--- config.mk ---
export PLATFORM = sky130hd
export DESIGN_NAME = nec_ir_carrier_transmitter
export DESIGN_NICKNAME = d
export VERILOG_FILES = /design/src/rtl/nirct_pkg.sv /design/src/rtl/nirct_frame_ctr.sv /design/src/rtl/nec_ir_carrier_transmitter.sv
export SDC_FILE = /design/constraint.sdc
export NUM_CORES = 1
export LEC_CHECK = 0
export ABC_AREA = 1
export BUFFER_PORTS_ARGS = -buffer_cell sky130_fd_sc_hd__buf_4
export CAP_MARGIN = 20
export CORE_ASPECT_RATIO = 0.7
export CORE_MARGIN = 2
export CORE_UTILIZATION = 55
export DETAILED_ROUTE_END_ITERATION = 10
export PLACE_DENSITY = 0.75
export SYNTH_ARGS = -nofsm -noshare
export SYNTH_HDL_FRONTEND = slang
export SYNTH_HIERARCHICAL = 1
export SYNTH_SLANG_ARGS = --single-unit
--- constraint.sdc ---
create_clock -name aclk -period 9.35 [get_ports aclk]
set_input_delay 0.935 -clock aclk [delete_from_list [all_inputs] [get_ports aclk]]
set_output_delay 0.935 -clock aclk [all_outputs]
set_load 0.02 [all_outputs]
--- src/rtl/nirct_pkg.sv ---
package nirct_pkg;

    localparam int MICRO_W = 6;
    localparam int WAVE_W  = 10;
    localparam int CFG_W   = 6;
    localparam int CFG_IDX_W = 3;

    localparam logic [CFG_IDX_W-1:0] REG_CARRIER_PERIOD = 3'd0;
    localparam logic [CFG_IDX_W-1:0] REG_ON_TIME        = 3'd1;
    localparam logic [CFG_IDX_W-1:0] REG_BURST_UNIT     = 3'd2;
    localparam logic [CFG_IDX_W-1:0] REG_INVERT         = 3'd3;
    localparam logic [CFG_IDX_W-1:0] REG_LSB_FIRST      = 3'd4;

    localparam logic [CFG_W-1:0] CARRIER_PERIOD_RST = 6'd26;
    localparam logic [CFG_W-1:0] ON_TIME_RST        = 6'd8;
    localparam logic [CFG_W-1:0] BURST_UNIT_RST     = 6'd21;

    typedef struct packed {
        logic [CFG_W-1:0] carrier_period_us;
        logic [CFG_W-1:0] on_time_us;
        logic [CFG_W-1:0] burst_unit_waves;
        logic             invert_output;
        logic             lsb_first;
    } cfg_t;

    typedef struct packed {
        logic led_level;
        logic busy;
    } res_t;

endpackage

--- src/rtl/nirct_frame_ctr.sv ---
module nirct_frame_ctr #(
    parameter int CODE_BITS = 32
) (
    input  logic                  aclk,
    input  logic                  aresetn,
    input  nirct_pkg::cfg_t       cfg,
    input  logic                  step_en,
    input  logic                  step_start,
    input  logic [CODE_BITS-1:0]  step_code,
    output nirct_pkg::res_t       res
);
    import nirct_pkg::*;

    localparam int LAST_SEG = 2 + 2 * CODE_BITS;
    localparam int SEG_W    = $clog2(LAST_SEG + 1);
    localparam int IDX_W    = (CODE_BITS > 1) ? $clog2(CODE_BITS) : 1;

    logic                 active_reg, active_next;
    logic [CODE_BITS-1:0] code_reg, code_next;
    logic [SEG_W-1:0]     seg_reg, seg_next;
    logic [WAVE_W-1:0]    wave_reg, wave_next;
    logic [MICRO_W-1:0]   micro_reg, micro_next;

    logic [CFG_W-1:0]   unit_eff;
    logic [CFG_W-1:0]   period_eff;
    logic               is_mark;
    logic [SEG_W-1:0]   bit_i;
    logic               bit_in_range;
    logic [IDX_W-1:0]   bit_pos;
    logic               bit_one;
    logic [WAVE_W-1:0]  seg_waves;
    logic [MICRO_W:0]   micro_inc;
    logic [WAVE_W:0]    wave_inc;
    logic               lit_now;

    assign unit_eff   = (cfg.burst_unit_waves == '0) ? CFG_W'(1) : cfg.burst_unit_waves;
    assign period_eff = (cfg.carrier_period_us == '0) ? CFG_W'(1) : cfg.carrier_period_us;

    // Header mark is segment 0, every even segment after it is a mark too.
    assign is_mark = ~seg_reg[0];

    // Odd segments from 3 up are the variable spaces, one per code bit.
    assign bit_i        = (seg_reg - SEG_W'(3)) >> 1;
    assign bit_in_range = (seg_reg >= SEG_W'(3)) && (bit_i < SEG_W'(CODE_BITS));
    assign bit_pos      = cfg.lsb_first ? bit_i[IDX_W-1:0]
                                        : IDX_W'(CODE_BITS - 1) - bit_i[IDX_W-1:0];
    assign bit_one      = bit_in_range && code_reg[bit_pos];

    always_comb begin
        priority if (seg_reg == '0) begin
            seg_waves = {unit_eff, 4'b0000};
        end else if (seg_reg == SEG_W'(1)) begin
            seg_waves = {1'b0, unit_eff, 3'b000};
        end else if (!is_mark && bit_one) begin
            seg_waves = {4'b0000, unit_eff} + {3'b000, unit_eff, 1'b0};
        end else begin
            seg_waves = {4'b0000, unit_eff};
        end
    end

    assign micro_inc = {1'b0, micro_reg} + (MICRO_W + 1)'(1);
    assign wave_inc  = {1'b0, wave_reg} + (WAVE_W + 1)'(1);
    assign lit_now   = active_reg && is_mark && (micro_reg < cfg.on_time_us);

    always_comb begin
        active_next = active_reg;
        code_next   = code_reg;
        seg_next    = seg_reg;
        wave_next   = wave_reg;
        micro_next  = micro_reg;
        if (step_en) begin
            if (step_start) begin
                if (!active_reg) begin
                    active_next = 1'b1;
                    code_next   = step_code;
                    seg_next    = '0;
                    wave_next   = '0;
                    micro_next  = '0;
                end
            end else if (active_reg) begin
                if (micro_inc < {1'b0, period_eff}) begin
                    micro_next = micro_inc[MICRO_W-1:0];
                end else begin
                    micro_next = '0;
                    if (wave_inc < {1'b0, seg_waves}) begin
                        wave_next = wave_inc[WAVE_W-1:0];
                    end else begin
                        wave_next = '0;
                        if (seg_reg >= SEG_W'(LAST_SEG)) begin
                            active_next = 1'b0;
                            seg_next    = '0;
                        end else begin
                            seg_next = seg_reg + SEG_W'(1);
                        end
                    end
                end
            end
        end
    end

    // A start taken while idle shows the first tick of the header mark.
    always_comb begin
        if (step_start && !active_reg) begin
            res.led_level = (cfg.on_time_us != '0) ^ cfg.invert_output;
        end else begin
            res.led_level = lit_now ^ cfg.invert_output;
        end
        res.busy = active_reg || step_start;
    end

    always_ff @(posedge aclk) begin
        if (!aresetn) begin
            active_reg <= 1'b0;
            code_reg   <= '0;
            seg_reg    <= '0;
            wave_reg   <= '0;
            micro_reg  <= '0;
        end else begin
            active_reg <= active_next;
            code_reg   <= code_next;
            seg_reg    <= seg_next;
            wave_reg   <= wave_next;
            micro_reg  <= micro_next;
        end
    end

endmodule

--- src/rtl/nec_ir_carrier_transmitter.sv ---
// Channel  | Handshake          | Payload
// ---------+--------------------+------------------------------
// input    | s_valid / s_ready  | s_mode, s_code[31:0]
// result   | m_valid / m_ready  | m_led_level, m_busy_res
// config   | cfg_wr_en          | cfg_index[2:0], cfg_wdata[5:0]
//
// Each item is handled at its accepting edge: the frame counters update there
// and the result is captured in the output register at that same edge.
// One item per cycle is sustained while m_ready is high; s_ready falls only
// when the output register is full and m_ready is low.
// Reset (synchronous, aresetn low) clears the frame state, empties the output
// register and restores the register defaults.
module nec_ir_carrier_transmitter #(
    parameter int CODE_BITS = 32
) (
    input  logic        aclk,
    input  logic        aresetn,
    input  logic        s_valid,
    output logic        s_ready,
    input  logic        s_mode,
    input  logic [31:0] s_code,
    output logic        m_valid,
    input  logic        m_ready,
    output logic        m_led_level,
    output logic        m_busy_res,
    input  logic        cfg_wr_en,
    input  logic [nirct_pkg::CFG_IDX_W-1:0] cfg_index,
    input  logic [nirct_pkg::CFG_W-1:0]     cfg_wdata
);
    import nirct_pkg::*;

    cfg_t cfg_reg, cfg_next;
    res_t step_res;
    logic accept;
    logic m_valid_reg, m_valid_next;
    logic m_led_level_reg;
    logic m_busy_res_reg;

    assign s_ready = !m_valid_reg || m_ready;
    assign accept  = s_valid && s_ready;

    always_comb begin
        cfg_next = cfg_reg;
        if (cfg_wr_en) begin
            unique case (cfg_index)
                REG_CARRIER_PERIOD: cfg_next.carrier_period_us = cfg_wdata;
                REG_ON_TIME:        cfg_next.on_time_us        = cfg_wdata;
                REG_BURST_UNIT:     cfg_next.burst_unit_waves  = cfg_wdata;
                REG_INVERT:         cfg_next.invert_output     = cfg_wdata[0];
                REG_LSB_FIRST:      cfg_next.lsb_first         = cfg_wdata[0];
                default:            cfg_next = cfg_reg;
            endcase
        end
    end

    always_ff @(posedge aclk) begin
        if (!aresetn) begin
            cfg_reg.carrier_period_us <= CARRIER_PERIOD_RST;
            cfg_reg.on_time_us        <= ON_TIME_RST;
            cfg_reg.burst_unit_waves  <= BURST_UNIT_RST;
            cfg_reg.invert_output     <= 1'b0;
            cfg_reg.lsb_first         <= 1'b0;
        end else begin
            cfg_reg <= cfg_next;
        end
    end

    nirct_frame_ctr #(
        .CODE_BITS(CODE_BITS)
    ) u_frame_ctr (
        .aclk       (aclk),
        .aresetn    (aresetn),
        .cfg        (cfg_reg),
        .step_en    (accept),
        .step_start (s_mode),
        .step_code  (s_code[CODE_BITS-1:0]),
        .res        (step_res)
    );

    always_comb begin
        m_valid_next = m_valid_reg;
        if (accept) begin
            m_valid_next = 1'b1;
        end else if (m_ready) begin
            m_valid_next = 1'b0;
        end
    end

    always_ff @(posedge aclk) begin
        if (!aresetn) begin
            m_valid_reg <= 1'b0;
        end else begin
            m_valid_reg <= m_valid_next;
        end
    end

    always_ff @(posedge aclk) begin
        if (accept) begin
            m_led_level_reg <= step_res.led_level;
            m_busy_res_reg  <= step_res.busy;
        end
    end

    assign m_valid     = m_valid_reg;
    assign m_led_level = m_led_level_reg;
    assign m_busy_res  = m_busy_res_reg;

endmodule

==> results.py <==
metrics = {
    "status": {
        "outcome": "complete, no violations",
    },
    "setup_path": {
        "cp_max_fo": 19,
        "cp.required_ns": 9.59,
        "crit_arrival_ns": 4.11,
        "crit_path_frequent_cell": "nand2_1",
        "cp_top_family": "simple AND/OR/NAND/NOR gates",
        "crit_slowest_cell": "dfxtp_1",
        "worst-path-buf-inv": 4,
        "crit_type": "flip-flop to flip-flop",
        "start_kind": "flip-flop",
        "slowest_delay_ns": 0.48,
        "endpoint_kind": "flip-flop",
    },
    "power": {
        "switching_share": 0.303,
        "peakVddDrop_uv": 117,
        "sequentialPowerShare": 0.393,
        "p_leak_uw": 0.00294,
        "p_comb_frac": 0.219,
        "p_sw_uw": 284,
        "p_int_uw": 655,
        "clockPowerShare": 0.389,
        "p_per_area_nw_per_um2": 160,
    },
    "die": {
        "die_area_um2": 10100,
        "initial_utilization": 0.564,
        "coreArea_um2": 9070,
        "die_h_um": 84.7,
        "fp-row-count": 29,
        "io_pins": 51,
        "fp.dieW_um": 119,
    },
    "drt": {
        "wl_um": 12700,
        "vias": 5042,
        "drtIter0Drc": 439,
        "dr.pass1.iters": 6,
        "remaining_drc_errors": 0,
        "wl_per_cell_um": 13.3,
        "postRouteAntennaNets": 0,
        "routed_via_density": 5.31,
    },
    "grt": {
        "grt.total_usage": 0.261,
        "grt_pass1_wl_um": 21200,
        "antenna_found_initial": 0,
        "grt_max_degree": 63,
        "first_global_vias": 4541,
        "grt.overflow.total": 0,
    },
    "cells_and_area": {
        "diodes": 0,
        "final_cell_mix": "nand2_1 (187), inv_1 (112), nor2_1 (90)",
        "final_util": 0.645,
        "largest_register_ffs": 32,
        "final_common_cell": "nand2_1",
        "layoutNonFillerInstCount": 950,
        "area_growth_pct": 14.4,
        "design_area_um2": 5850,
        "drive_above_1_share": 0.119,
        "final_nets": 902,
    },
    "place": {
        "hpwlAfterDp_um": 9740,
        "gp_congestion": 0.945,
        "portBuffers": 50,
        "dp.cells": 934,
        "dpl_cell_area_um2": 5540,
    },
    "timing": {
        "rsz0062_at_grt": "no",
        "hold_viol_final": 0,
        "max_freq_mhz": 258,
        "max_slew.worst_pin.slew_ns": 0.591,
        "maxSlewViolCount": 0,
        "min_period_over_period": 0.414,
        "fin_skew_ns": 0.00844,
        "finalSetupViolCount": 0,
        "layout_min_cycle_time_ns": 3.87,
        "slew_headroom": 0.606,
        "tns_ns": 0,
    },
    "clock_network": {
        "clkTransAtPathRegs_ns": 0.06,
        "cts_tree": "yes",
        "ctsHoldBuffers": 0,
        "clock_latency_ns": 0.35,
        "cts_sinks": 79,
        "clock_tree.root_cell": "clkbuf_16",
        "cts_setup_buffers": 0,
        "cts_buffers": 9,
        "cts_max_path_buffers": 2,
        "cts_resized": 0,
        "htreeDepth": 3,
    },
    "synthesis": {
        "synthesis.area_per_instance_um2": 6.58,
        "synth-async-reset-ratio": 0,
        "synth_seq_cells": 79,
        "synthFlopType": "dfxtp_1",
        "syn_area_um2": 5120,
        "yosysUniqueCellTypes": 43,
        "syn_inst": 778,
        "yosysWarningCount": 6,
        "synth_nets": 859,
        "ys_seq_area_frac": 0.313,
        "synth_edf_count": 2,
    },
    "hold_path": {
        "hold_class": "flip-flop to flip-flop",
    },
    "run": {
        "maxCapViolCount": 0,
    },
}
==> logic make-up after synthesis <==
family | synth area share
adder cells (fa/ha/maj) | 0.0831
XOR/XNOR | 0.0342
buffers and inverters | 0.110
flip-flops | 0.313
AO/OA/AOI/OAI | 0.129
AND/OR/NAND/NOR | 0.330
==> through the flow <==
stage                     hold WS [ns]  setup slack, ns  power (uW)
after floorplan                  0.430             6.19         522
after global placement           0.443             5.66         570
after detailed placement         0.448             5.64         577
after CTS                        0.456             5.59         942
after global routing             0.477             5.12         987
final                            0.453             5.48         939
==> path summary, 6_finish.rpt <==
kind | startpoint | end | slack [ns] | cells after the start
worst max-delay path | u_frame_ctr/seg_reg[0] | u_frame_ctr/seg_reg[0] | 5.48 | 27
worst min-delay path | u_frame_ctr/code_reg[17] | u_frame_ctr/code_reg[17] | 0.45 | 2
worst max register to register | u_frame_ctr/seg_reg[0] | u_frame_ctr/seg_reg[0] | 5.48 | 27
worst min register to register | u_frame_ctr/code_reg[17] | u_frame_ctr/code_reg[17] | 0.45 | 2
==> worst reg2reg max path: cells and delay by family (launching register included) <==
family	cells	cell delay [ns]
and+or+nand+nor	17	1.75
buffers and inverters	4	0.38
AOI/OAI and AO/OA	4	0.52
adders and majority gates	2	0.66
DFF	1	0.48
==> cells in the mapped netlist (3+ instances only) <==
cell type	n	area, um^2
inv_2	4	15.0
nor2_2	3	18.8
dfxtp_1	77	1540
nor2_4	3	33.8
nand3_1	67	335
a21oi_1	49	245
inv_1	112	420
buf_2	3	15.0
nor2_1	90	338
xnor2_1	6	52.6
buf_6	3	33.8
nand4_1	8	50.1
ha_1	34	425
o21ai_0	44	220
xor2_1	14	123
o211ai_1	5	37.5
nand2_2	8	50.1
o21ai_1	12	60.1
clkbuf_1	11	41.3
nand2_1	187	702
nor3_1	5	25.0
nand2_4	3	33.8
==> per-layer routing <==
layer,track usage,wire (um),share of wire,up-vias
met5,0,0,0,-
met4,0.0620,175,0.014,0
met3,0.0557,713,0.056,24
met2,0.399,5360,0.42,162
met1,0.376,6410,0.51,2286
li1,-,-,-,2570
==> cell type report <==
| type | count | area (um^2) |
|---|---|---|
| fill | 848 | 3220 |
| timing repair buffer | 51 | 383 |
| clock inverter | 4 | 52.6 |
| tap | 124 | 155 |
| sequential | 79 | 1600 |
| multi-input combinational | 561 | 2950 |
| inverter | 119 | 452 |
| clock buffer | 12 | 258 |
==> power groups by stage <==
stage	clock (uW)	combinational [uW]	sequential, uW
global placement	0	195	375
finish	365	205	369
detailed placement	0	201	376
CTS	371	203	369
floorplan	0	149	373
global route	385	232	371
Power figures use the tool's default switching activity.
